===== config.mk =====
export PLATFORM = sky130hd
export DESIGN_NAME = jps_queue
export DESIGN_NICKNAME = d
export VERILOG_FILES = /design/src/rtl/jps_pkg.sv /design/src/rtl/jps_queue.sv
export SDC_FILE = /design/constraint.sdc
export NUM_CORES = 1
export LEC_CHECK = 0
export BUFFER_PORTS_ARGS = -buffer_cell sky130_fd_sc_hd__buf_2
export CORE_MARGIN = 2
export CORE_UTILIZATION = 50
export DETAILED_ROUTE_END_ITERATION = 10
export PLACE_DENSITY = 0.72
export SETUP_SLACK_MARGIN = 0.3
export SYNTH_ARGS = -nofsm -noshare
export SYNTH_HDL_FRONTEND = slang
export SYNTH_SLANG_ARGS = --single-unit

===== constraint.sdc =====
create_clock -name clk -period 4.05 [get_ports clk]
set_input_delay 0.2025 -clock clk [delete_from_list [all_inputs] [get_ports clk]]
set_output_delay 0.2025 -clock clk [all_outputs]
set_load 0.02 [all_outputs]

===== src/rtl/jps_pkg.sv =====
// shared types and constants of the jacobi stencil sweep
package jps_pkg;

	localparam int MAX_PADDED_WIDTH = 1024;
	localparam int LINE_AW = $clog2(MAX_PADDED_WIDTH);
	localparam int COL_W = 10;
	localparam int ROW_W = 16;
	localparam int VALUE_W = 32;
	localparam int RESID_W = 63;
	localparam int CFG_DATA_W = 32;
	localparam int REG_IDX_W = 2;
	localparam int MAX_COLS = MAX_PADDED_WIDTH - 2;
	localparam int MAX_ROWS = 65533;
	localparam int QUEUE_DEPTH = 4;
	localparam int QPTR_W = $clog2(QUEUE_DEPTH);

	// configuration register indexes
	typedef enum logic [REG_IDX_W-1:0] {
		REG_INTERIOR_COLUMNS = 2'd0,
		REG_INTERIOR_ROWS = 2'd1,
		REG_SPACING_SQUARED = 2'd2,
		REG_INVERSE_SPACING_SQUARED = 2'd3
	} reg_index_t;

	typedef struct packed {
		logic [COL_W-1:0] interior_columns;
		logic [ROW_W-1:0] interior_rows;
		logic [31:0] spacing_squared;
		logic [31:0] inverse_spacing_squared;
	} cfg_t;

	localparam cfg_t CFG_RESET = '{
		interior_columns: COL_W'(1022),
		interior_rows: ROW_W'(1022),
		spacing_squared: 32'd4096,
		inverse_spacing_squared: 32'd268435456
	};

	// one column of the line store: value two rows up, value one row up, source one row up
	typedef struct packed {
		logic [VALUE_W-1:0] upper;
		logic [VALUE_W-1:0] middle;
		logic [VALUE_W-1:0] source;
	} line_entry_t;

	// neighborhood of one interior cell, handed from front to back
	typedef struct packed {
		logic [VALUE_W-1:0] north;
		logic [VALUE_W-1:0] west;
		logic [VALUE_W-1:0] ctr;
		logic [VALUE_W-1:0] east;
		logic [VALUE_W-1:0] south;
		logic [VALUE_W-1:0] src;
		logic last;
	} stencil_t;

endpackage


===== src/rtl/jps_queue.sv =====
// short queue of gathered stencils between front and back
module jps_queue import jps_pkg::*; (
	input logic clk,
	input logic arst_n,
	input logic push_valid,
	input stencil_t push_data,
	output logic push_ready,
	output logic head_valid,
	output stencil_t head,
	input logic take
);

	stencil_t slot_q [QUEUE_DEPTH];
	logic [QPTR_W-1:0] wr_ptr_q;
	logic [QPTR_W-1:0] rd_ptr_q;
	logic [QPTR_W:0] count_q;
	logic push;

	assign push_ready = count_q != (QPTR_W+1)'(QUEUE_DEPTH);
	assign head_valid = count_q != '0;
	assign head = slot_q[rd_ptr_q];
	assign push = push_valid && push_ready;

	// storage
	always_ff @(posedge clk) begin
		if (push) begin
			slot_q[wr_ptr_q] <= push_data;
		end
	end

	// pointers and occupancy
	always_ff @(posedge clk or negedge arst_n) begin
		if (!arst_n) begin
			wr_ptr_q <= '0;
			rd_ptr_q <= '0;
			count_q <= '0;
		end else begin
			if (push) begin
				wr_ptr_q <= wr_ptr_q + QPTR_W'(1);
			end
			if (take) begin
				rd_ptr_q <= rd_ptr_q + QPTR_W'(1);
			end
			case ({push, take})
				2'b10: count_q <= count_q + (QPTR_W+1)'(1);
				2'b01: count_q <= count_q - (QPTR_W+1)'(1);
				default: count_q <= count_q;
			endcase
		end
	end

endmodule


==> impl_results.md, run 1 <==
- Post-DP HPWL: 34.92 mm
- Worst hold stages: 2
- Rel. slew slack: between 30 and 40%
- R2R depth: 3
- Layout area overhead: 26.57%
- Met2 Use GR: 33.21%
- Post-layout util: 63.72%
- Area fraction of the dominant cell type after synthesis: 81.98%
- Crit share post-route: 73.27%
- Core Rows: between 80 and 90
- # fillers: 3679
- ANT nets after route: 0
- GRT busiest layer: met2
- Hold Path End: slot_q[2][24]
- Setup Buffers After CTS: 0
- RSZ-0062 raised after global routing: no
- P_leak: 12.30 nW
- Top cells by area, synth: edfxtp_1 82%, mux4_2 15%, buf_6 0.72%
- Hold/Removal Path Class: in2reg
- Nets@finish: approximately 1900
- Startpoint type of the worst setup path: register
- Reg-to-reg setup timing slack: 1.74 ns
- Pwr per Cell Area: 741.3 nW/um^2
- DRC: 0
- Clock slew at reported path FFs: 0.06 ns
- Warnings, synthesis: 0
- Reg2reg end: slot_q[0][125]
- Root buffer cell: clkbuf_16
- Die ar.: 58470 sq um
- Area taken by multi-input logic gates: 4586 sq um
- Peak Freq: 0.3370 GHz
- CTS Buffer Depth: 3
- Most frequent cells in the layout: 772 x edfxtp_1, 391 x buf_2, 197 x dlygate4sd3_1
- Slowest CP cell: dfrtp_4
- Initial DRC count: 992
- Core ar.: 56170 sq um
- Most common cell after layout, fill and taps aside: edfxtp_1
- CP Capture Type: output port
- Initial Utilization: 50.35%
- Routed WL: 58.56 mm
- Slew @ Worst Pin: 0.9968 ns
- Gpl congestion: 0.7463
- Final setup TNS: 0 ns
- Setup violations, final: 0
- Max Slew Vio Count: 0
- Initial antenna violation count: 6
- Global-route usage over all layers: 20.11%
- Worst Path Required: 3.85 ns
- Peak VDD IR: roughly 0.60 mV
- I/O pin total: 392
- Hold Startpoint: push_data[24]
- CP arrival: 2.77 ns
- Worst setup path category: reg2out
- Die X-Extent: 241.8 microns
- Grt met3 use: 6.082%
- Clock Skew: 0.01587 ns
- Via count: 13584
- Mean Syn Cell Area: ~27 sq um
- Proportion of layout cells with a drive suffix above 1: 41.59%
- Worst-Skew Late Latency: 0.60 ns
- Fin worst setup slack: 1.082 ns
- Unique masters post-synth: 19
- Power Total: around 27 mW
- Post-synth top area cell: edfxtp_1
- Largest net degree at the start of global routing: 76
- Cell Chain, Critical Path: buf_4 > mux4_2 > buf_2
- Pre-CTS WS: 1.611 ns
- Sequential share of the synthesized area: slightly above 80%
- Critical Path Fanout Max: 29
- Total CTS buffers: 76
- Worst r2r src: count_q[2]
- Max stage delay on crit path: 0.87 ns
- First-pass GRT wire length: 89.11 mm
- Synthesized area: 28280 sq um
- Reg area: 23360 sq um
- Drt first pass iters: 5
- Wire per inst: 23.18 microns
- Overflow left after global routing: 0
- Synthesized Nets: approximately 1200
- H-tree levels: 3
- CTS tree: done
- Status: complete, no violations
- Yosys reg bits: a little under 800
- Via density: 5.378
- Input/output buffers: 391
- Final Hold Fails: 0
- Die Y: about 240 microns
- M1 GR Usage: about a quarter
- Max-Cap Viols: 0
- Fin crit period: between 2 and 3 ns
- Vias in the first global route: around 15000
- Post-Synthesis Cells: approximately 1000
- Clock Sink Count: 779
-- power by group --
part	internal (mW)	switching, mW
Sequential	10.6	0.566
Clock	4.01	2.87
Combinational	3.47	4.99
Total	18.1	8.42
-- area by class of cell --
cell class / count / area share (%)
flip-flops and latches: 779 / 65.28
clock buffers: 90 / 5.520
clock inverters: 47 / 1.279
diodes: 5 / 0.03496
multi-input cells: 217 / 12.81
repair buffers: 626 / 12.37
well taps: 756 / 2.643
inverters: 6 / 0.06292
-- critical path: cells and delay by family, from the launching register on --
kind / cells / cell delay, ns
buffers and inverters: 2 / 0.69
flip-flops: 1 / 0.87
multiplexers: 1 / 0.58
-- through the flow --
| stage | hold slack [ns] | std cells | area (sq um) |
|---|---|---|---|
| 5_1_grt | 0.3305 | 2526 | 35790 |
| 3_5_place_dp | 0.04869 | 2187 | 31370 |
| 4_1_cts | 0.3044 | 2521 | 35780 |
| 3_3_place_gp | 0.04387 | 2187 | 31370 |
| 6_report | 0.3482 | 2526 | 35790 |
| 2_1_floorplan | -0.09309 | 1046 | 28280 |
-- cells in the mapped netlist --
cell type / instances
and2_4: 1
and3_2: 4
buf_2: 22
buf_6: 18
clkbuf_1: 4
dfrtp_1: 7
edfxtp_1: 772
fa_1: 1
ha_1: 5
inv_1: 6
mux2_4: 1
mux4_2: 193
nand2_1: 2
nor2_1: 1
o21ai_0: 1
or3_2: 1
or3b_4: 1
xnor2_1: 3
xor2_1: 3
-- kinds of logic (layout without fill, tap and decap cells) --
logic type | Yosys count | after routing | synth area share, %
compound gates | 1 | 1 | 0.01768
xor+xnor | 6 | 6 | 0.1859
fa+ha+maj | 6 | 6 | 0.2920
buf+inv | 50 | 769 | 1.239
flops | 779 | 779 | 82.60
mux | 194 | 194 | 15.42
other cells | 0 | 5 | 0
simple gates | 10 | 10 | 0.2434
-- flip-flops by register name, summed over array words and instances (netlist names) --
name and cells:
rd_ptr_q 2, count_q 3, wr_ptr_q 2, slot_q 772
-- routing by layer --
layer | wire, microns | part of all wire (%) | vias to the layer above
met4 | 1356 | 2.3 | 2
li1 | - | - | 5872
met1 | 23140 | 40 | 7154
met3 | 4499 | 7.7 | 84
met5 | 13 | 0.022 | -
met2 | 29550 | 50 | 472
-- worst max path at each step --
stage | from | to | slack [ns] | depth (start not counted)
finish | rd_ptr_q[0] | head[57] | 1.08 | 3
floorplan | count_q[2] | slot_q[0][0] | 0.55 | 2
global route | rd_ptr_q[0] | head[57] | 0.88 | 3
detailed placement | rd_ptr_q[0] | head[57] | 1.61 | 3
global placement | rd_ptr_q[0] | head[57] | 1.62 | 3
CTS | rd_ptr_q[0] | head[57] | 0.95 | 3
-- timing repair --
item,CTS,global route
gates resized for setup,0,0
endpoints found under the hold margin,782,0
hold buffers,197,0
Note: power is estimated with default switching activity, not from simulation.
==> run 2, diff against run 1 <==
--- a/config.mk
+++ b/config.mk
@@ -9,7 +9,7 @@
 export CORE_MARGIN = 2
 export CORE_UTILIZATION = 50
 export DETAILED_ROUTE_END_ITERATION = 10
-export PLACE_DENSITY = 0.72
+export PLACE_DENSITY = 0.75
 export SETUP_SLACK_MARGIN = 0.3
 export SYNTH_ARGS = -nofsm -noshare
 export SYNTH_HDL_FRONTEND = slang
==> constraint.sdc (replaced) <==
create_clock -name clk -period 2.5 [get_ports clk]
set_input_delay 0.125 -clock clk [delete_from_list [all_inputs] [get_ports clk]]
set_output_delay 0.125 -clock clk [all_outputs]
set_load 0.02 [all_outputs]
==> run 2 against run 1 <==
Utilization grew 1.7 points; first-iteration DRC count shrank 7.7%; register-to-register slack lost 1.4 ns; sequential share of layout area shrank 1.7 points; largest power group unchanged; final area grew 2.7%; largest cell class unchanged; cell count grew 1.7%; clock-buffer cell count grew 1; combinational power grew 87%; hold slack lost 0.071 ns.
==> impl_results.md, run 2 (synthesis results as in run 1) <==
- Status: complete, no violations (unchanged)
- Final setup TNS: 0 ns (unchanged)
- Clock Skew: 0.01586 ns (was 0.01587 ns)
- Sw frac: 31.61% (was 31.75%)
- Slew @ Worst Pin: 0.5016 ns (was 0.9968 ns)
- CTS Buffer Depth: 3 (unchanged)
- Max Slew Vio Count: 0 (unchanged)
- Largest regs: slot_q: 772 flops, count_q: 3 flops (unchanged)
- R2R depth: 9 (was 3)
- Input/output buffers: 391 (unchanged)
- Setup crit start: rd_ptr_q[0] (unchanged)
- Initial DRC count: 916 (was 992)
- Fin crit period: 2.355 ns
- Proportion of layout cells with a drive suffix above 1: 43.65% (was 41.59%)
- Overflow left after global routing: 0 (unchanged)
- Worst setup path endpoint: head[23] (was head[57])
- Gpl congestion: 0.7595 (was 0.7463)
- Nets@finish: 1962 (was 1909)
- Die X-Extent: 241.8 microns (unchanged)
- Reg-to-reg setup timing slack: 0.38 ns (was 1.74 ns)
- Final Hold Fails: 0 (unchanged)
- Worst setup path category: reg2out (unchanged)
- H-tree levels: 3 (unchanged)
- Metal2 WL: 33.69 mm (was 29.55 mm)
- I/O pin total: 392 (unchanged)
- Uppermost routed layer: met5 (unchanged)
- First-pass GRT wire length: 92.59 mm (was 89.11 mm)
- Drt first pass iters: 4 (was 5)
- Peak VDD IR: 1.081 mV (was 0.5980 mV)
- Peak Freq: approximately 0.42 GHz
- Post-layout util: 65.45% (was 63.72%)
- Pwr per Cell Area: 1230 nW/um^2 (was 741.3 nW/um^2)
- Root buffer cell: clkbuf_16 (unchanged)
- RSZ-0062 raised after global routing: yes (was no)
- Power Total: 45.22 mW (was 26.53 mW)
- Via density: 5.477 (was 5.378)
- Worst-Skew Late Latency: 0.59 ns (was 0.60 ns)
- Layout area overhead: 30.01% (was 26.57%)
- DRC: 0 (unchanged)
- Clock power share: 25.3% (was 25.9%)
- Clock Sink Count: 779 (unchanged)
- Die ar.: 58470 sq um (unchanged)
- Routed WL: 63.62 mm (was 58.56 mm)
- Core Rows: 87 (unchanged)
- Wire per inst: 24.76 microns (was 23.18 microns)
- Setup violations, final: 0 (unchanged)
- Wl on met1: 24.00 mm (was 23.14 mm)
- Clock slew at reported path FFs: 0.06 ns (about the same)
- CTS tree: done (unchanged)
- Largest net degree at the start of global routing: 71 (was 76)
- Most common cell after layout, fill and taps aside: edfxtp_1 (unchanged)
- Met3 Routed Length: 4.291 mm (was 4.499 mm)
- Most frequent cells in the layout: 772 x edfxtp_1, 374 x buf_2, 197 x dlygate4sd3_1 (was 772 x edfxtp_1, 391 x buf_2, 197 x dlygate4sd3_1)
- ANT nets after route: 0 (unchanged)
- Reg2reg end: count_q[2] (was slot_q[0][125])
- # fillers: 3505 (was 3679)
- Vias in the first global route: 15186 (was 14655)
- Worst Path Required: 2.38 ns (was 3.85 ns)
- Die Y: 241.8 microns (unchanged)
- Via count: 14075 (was 13584)
- Crit share post-route: 94.21%
- Global-route usage over all layers: 21.22% (was 20.11%)
- Comb power frac: 34.9% (was 31.9%)
- Core ar.: 56170 sq um (unchanged)
- Initial Utilization: 50.35% (unchanged)
- Post-DP HPWL: 35.88 mm (was 34.92 mm)
- CP Capture Type: output port (unchanged)
- Worst r2r src: count_q[1] (was count_q[2])
- Largest reg by FF count: slot_q (unchanged)
- Internal power: 30.93 mW (was 18.11 mW)
- Critical Path Fanout Max: 8 (was 29)
- Initial antenna violation count: 3 (was 6)
- Hold/Removal Path Class: in2reg (unchanged)
- Rel. slew slack: 66.56% (was 33.54%)
- Sequential power share: 39.8% (was 42.2%)
- Largest register FFs: 772 (unchanged)
- P_sw: 14.29 mW (was 8.424 mW)
- Max-Cap Viols: 0 (unchanged)
- P_leak: 12.78 nW (was 12.30 nW)
- Total CTS buffers: 77 (was 76)
- Startpoint type of the worst setup path: register (unchanged)
- CP arrival: 2.23 ns (was 2.77 ns)
==> run 2: cell types whose count changed in the layout (fill, tap and decap cells not counted), moves of 8 or more <==
cell and delta:
buf_4 +22, buf_6 +21, buf_12 +9, buf_2 -17
buf_16 +8
==> run 2: power groups by stage <==
| stage | clock network, mW | registers [mW] | logic, mW |
|---|---|---|---|
| 5_1_grt | 12.1 | 18.1 | 16.6 |
| 3_3_place_gp | 0 | 18.0 | 14.1 |
| 6_report | 11.4 | 18.0 | 15.8 |
| 4_1_cts | 11.6 | 17.9 | 15.2 |
| 2_1_floorplan | 0 | 17.9 | 9.38 |
| 3_5_place_dp | 0 | 18.2 | 14.1 |
==> run 2: worst min-delay path by stage <==
stage | from | end | slack [ns] | cells after the start
after floorplan | arst_n | count_q[0] | -0.17 | 0
after global placement | arst_n | count_q[0] | -0.03 | 1
after detailed placement | arst_n | count_q[1] | -0.03 | 1
after CTS | push_data[39] | slot_q[3][39] | 0.23 | 2
after global routing | push_data[37] | slot_q[2][37] | 0.25 | 2
final | push_data[40] | slot_q[3][40] | 0.28 | 2
==> run 2: area by class of cell <==
type | count | area [sq um] | area share, %
antenna | 2 | 5.005 | 0.01361
clock buffer | 91 | 2011 | 5.469
clock inverter | 41 | 484.2 | 1.317
inverter | 6 | 22.52 | 0.06126
multi-input combinational | 217 | 4601 | 12.51
sequential | 779 | 23370 | 63.56
tap | 756 | 945.9 | 2.573
timing repair buffer | 678 | 5329 | 14.49
==> run 2: stage by stage <==
stage | hold slack [ns] | instances | setup slack [ns] | cell area (sq um)
floorplan | -0.1706 | 1046 | -0.05672 | 28290
global placement | -0.03453 | 2215 | 0.3268 | 31680
detailed placement | -0.02620 | 2215 | 0.2952 | 31680
CTS | 0.2331 | 2555 | 0.09181 | 36410
global route | 0.2535 | 2570 | 0.07071 | 36760
finish | 0.2770 | 2570 | 0.1448 | 36760
==> run 2: what timing repair did <==
item                                    CTS  global route
resized for setup                        19            57
setup buffers                             8             8
endpoints found under the setup margin  192           195
pin swaps                                 0             3
hold buffers                            197             0
hold endpoints to repair                784             0
gates cloned                              3             5
==> run 2: routing by layer <==
metal	track usage, %	up-vias
li1	-	5985
met1	26.26	7404
met2	36.84	585
met3	5.128	99
met4	7.353	2
met5	0	-
==> run 2: critical path, stage by stage, from the launching register on <==
cell and delay (ns):
dfrtp_4 0.46, buf_12 0.19, buf_8 0.13, buf_12 0.13, mux4_2 0.55, buf_6 0.16
==> run 3, diff against run 2 <==
--- a/config.mk
+++ b/config.mk
@@ -6,10 +6,11 @@
 export NUM_CORES = 1
 export LEC_CHECK = 0
 export BUFFER_PORTS_ARGS = -buffer_cell sky130_fd_sc_hd__buf_2
+export CAP_MARGIN = 0
 export CORE_MARGIN = 2
 export CORE_UTILIZATION = 50
 export DETAILED_ROUTE_END_ITERATION = 10
-export PLACE_DENSITY = 0.75
+export PLACE_DENSITY = 0.82
 export SETUP_SLACK_MARGIN = 0.3
 export SYNTH_ARGS = -nofsm -noshare
 export SYNTH_HDL_FRONTEND = slang
==> constraint.sdc (replaced) <==
create_clock -name clk -period 2.5 [get_ports clk]
set_input_delay 0.125 -clock clk [delete_from_list [all_inputs] [get_ports clk]]
set_output_delay 0.125 -clock clk [all_outputs]
set_load 0.005 [all_outputs]
==> run 3 against run 2 <==
Hold slack lost 0.0077 ns; clock power about the same; via count rose by 2.4%; critical endpoint is now head[170]; cell count grew 0.54%.
==> impl_results.md, run 3 (synthesis results as in run 1) <==
- Core ar.: 56170 sq um (unchanged)
- Worst setup path category: reg2out (unchanged)
- Fin crit period: 2.373 ns (was 2.355 ns)
- Core Rows: 87 (unchanged)
- Critical Path Fanout Max: 6 (was 8)
- Root buffer cell: clkbuf_16 (unchanged)
- I/O pin total: 392 (unchanged)
- CTS Buffer Depth: 3 (unchanged)
- Vias in the first global route: 15678 (was 15186)
- Status: complete, no violations (unchanged)
- Sw frac: 28.51% (was 31.61%)
- Internal power: 31.23 mW (was 30.93 mW)
- Final Hold Fails: 0 (unchanged)
- Sequential power share: 41.1% (was 39.8%)
- ANT nets after route: 0 (unchanged)
- Largest register FFs: 772 (unchanged)
- Clock Skew: 0.02525 ns (was 0.01586 ns)
- Hold Startpoint: push_data[57] (was push_data[40])
- Worst Path Required: 2.38 ns (about the same)
- Worst r2r src: count_q[1] (unchanged)
- H-tree levels: 3 (unchanged)
- Most frequent cells in the layout: 772 x edfxtp_1, 356 x buf_2, 197 x dlygate4sd3_1 (was 772 x edfxtp_1, 374 x buf_2, 197 x dlygate4sd3_1)
- Max-Cap Viols: 0 (unchanged)
- Via count: 14416 (was 14075)
- CTS tree: done (unchanged)
- Post-DP HPWL: 35.54 mm (was 35.88 mm)
- Area after DPL: 31630 sq um (was 31680 sq um)
- RSZ-0062 raised after global routing: yes (unchanged)
- Global-route usage over all layers: 23.47% (was 21.22%)
- Gpl congestion: 0.7585 (was 0.7595)
- CP arrival: 2.25 ns (was 2.23 ns)
- Power Total: 43.69 mW (was 45.22 mW)
- Area taken by multi-input logic gates: 4591 sq um (was 4601 sq um)
- Overflow left after global routing: 0 (unchanged)
- Startpoint type of the worst setup path: register (unchanged)
- Largest regs: slot_q: 772 flops, count_q: 3 flops (unchanged)
- Met3 Routed Length: 5.998 mm (was 4.291 mm)
- Clock Sink Count: 779 (unchanged)
- Input/output buffers: 391 (unchanged)
- Proportion of layout cells with a drive suffix above 1: 43.49% (was 43.65%)
- Die X-Extent: 241.8 microns (unchanged)
- Finished Cell Area: 37130 sq um (was 36760 sq um)
- Nets@finish: 1962 (unchanged)
- Post-layout util: 66.10% (was 65.45%)
- Wl on met1: 24.62 mm (was 24.00 mm)
- Reg-to-reg setup timing slack: 0.33 ns (was 0.38 ns)
- Via density: 5.579 (was 5.477)
- Crit share post-route: 94.93% (was 94.21%)
- # fillers: 3424 (was 3505)
- CP Capture Type: output port (unchanged)
- Clock slew at reported path FFs: 0.06 ns (about the same)
- Die Y: 241.8 microns (unchanged)
- Comb power frac: 33.3% (was 34.9%)
- Initial antenna violation count: 9 (was 3)
- Most common cell after layout, fill and taps aside: edfxtp_1 (unchanged)
- Initial DRC count: 1214 (was 916)
- Hold/Removal Path Class: in2reg (unchanged)
- Largest reg by FF count: slot_q (unchanged)
- Pre-CTS WS: 0.3083 ns (was 0.2952 ns)
- Total CTS buffers: 78 (was 77)
- Drt first pass iters: 5 (was 4)
- Routed WL: 68.76 mm (was 63.62 mm)
- Layout area overhead: 31.29% (was 30.01%)
- First-pass GRT wire length: 100.5 mm (was 92.59 mm)
- Final setup TNS: 0 ns (unchanged)
- Fin worst setup slack: 0.1269 ns (was 0.1448 ns)
- Setup crit start: rd_ptr_q[0] (unchanged)
- Die ar.: 58470 sq um (unchanged)
- Initial Utilization: 50.35% (unchanged)
- Reg area: 23360 sq um (was 23370 sq um)
- Uppermost routed layer: met5 (unchanged)
- Max Slew Vio Count: 0 (unchanged)
- Clock power share: 25.6% (was 25.3%)
- Pwr per Cell Area: 1177 nW/um^2 (was 1230 nW/um^2)
- Peak VDD IR: 0.9566 mV (was 1.081 mV)
- P_sw: 12.46 mW (was 14.29 mW)
- DRC: 0 (unchanged)
- Slew @ Worst Pin: 0.6380 ns (was 0.5016 ns)
- P_leak: 12.91 nW (was 12.78 nW)
- Rel. slew slack: 57.47% (was 66.56%)
- Peak Freq: 0.4214 GHz (was 0.4246 GHz)
- Worst-Skew Late Latency: 0.60 ns (was 0.59 ns)
- Largest net degree at the start of global routing: 88 (was 71)
- Metal2 WL: 35.94 mm (was 33.69 mm)
- Setup violations, final: 0 (unchanged)
- Wire per inst: 26.61 microns (was 24.76 microns)
[run 3: cell types whose count changed in the layout (fill, tap and decap cells not counted), moves of 6 or more]
cell      change
clkinv_1      +9
buf_6        +20
buf_4        -16
buf_16       +16
clkinv_2      +6
buf_2        -18
[run 3: cell type report]
cell class | count | area share (%)
antenna | 7 | 0.04718
clock buffer | 90 | 5.493
clock inverter | 52 | 1.092
inverter | 6 | 0.06066
multi-input combinational | 217 | 12.37
sequential | 779 | 62.93
tap | 756 | 2.548
timing repair buffer | 677 | 15.46
[run 3: worst paths after layout]
| path | cells past startpoint | endpoint |
|---|---|---|
| setup / recovery | 6 | head[170] |
| hold / removal | 2 | slot_q[2][57] |
| setup reg to reg | 9 | count_q[2] |
| hold reg to reg | 1 | count_q[0] |
| max in group asynchronous | 3 | rd_ptr_q[0] |
| min in group asynchronous | 3 | count_q[2] |
[run 3: timing repair]
action,in CTS,in global routing
endpoints found under the hold margin,784,0
setup endpoints to repair,192,194
pin swaps,0,4
gates cloned,19,1
setup buffers,15,3
hold buffers,197,0
gates resized for setup,43,40
[run 3: layer usage]
metal / GRT usage [%] / up-vias
met3: 6.604 / 130
met1: 28.24 / 7524
met2: 40.63 / 746
met4: 8.642 / 6
li1: - / 6010
met5: 0 / -
[run 3: power groups by stage]
stage / sequential [mW] / combinational, mW / clock [mW]
final: 18.0 / 14.5 / 11.2
after floorplan: 17.9 / 6.83 / 0
after CTS: 17.9 / 14.1 / 11.3
after detailed placement: 18.2 / 11.6 / 0
after global routing: 18.1 / 15.4 / 11.8
after global placement: 17.9 / 11.5 / 0
[run 3: worst max-delay path, cell delays in order (launching register included)]
cell and delay [ns]:
dfrtp_4 0.50, buf_8 0.15, buf_16 0.15, buf_12 0.13, buf_16 0.13, mux4_2 0.44, buf_2 0.15
[run 3: stage by stage]
step	instances	hold slack, ns
5_1_grt	2582	0.2509
6_report	2584	0.2693
2_1_floorplan	1046	-0.1706
4_1_cts	2573	0.2210
3_3_place_gp	2200	-0.03794
3_5_place_dp	2200	-0.02683
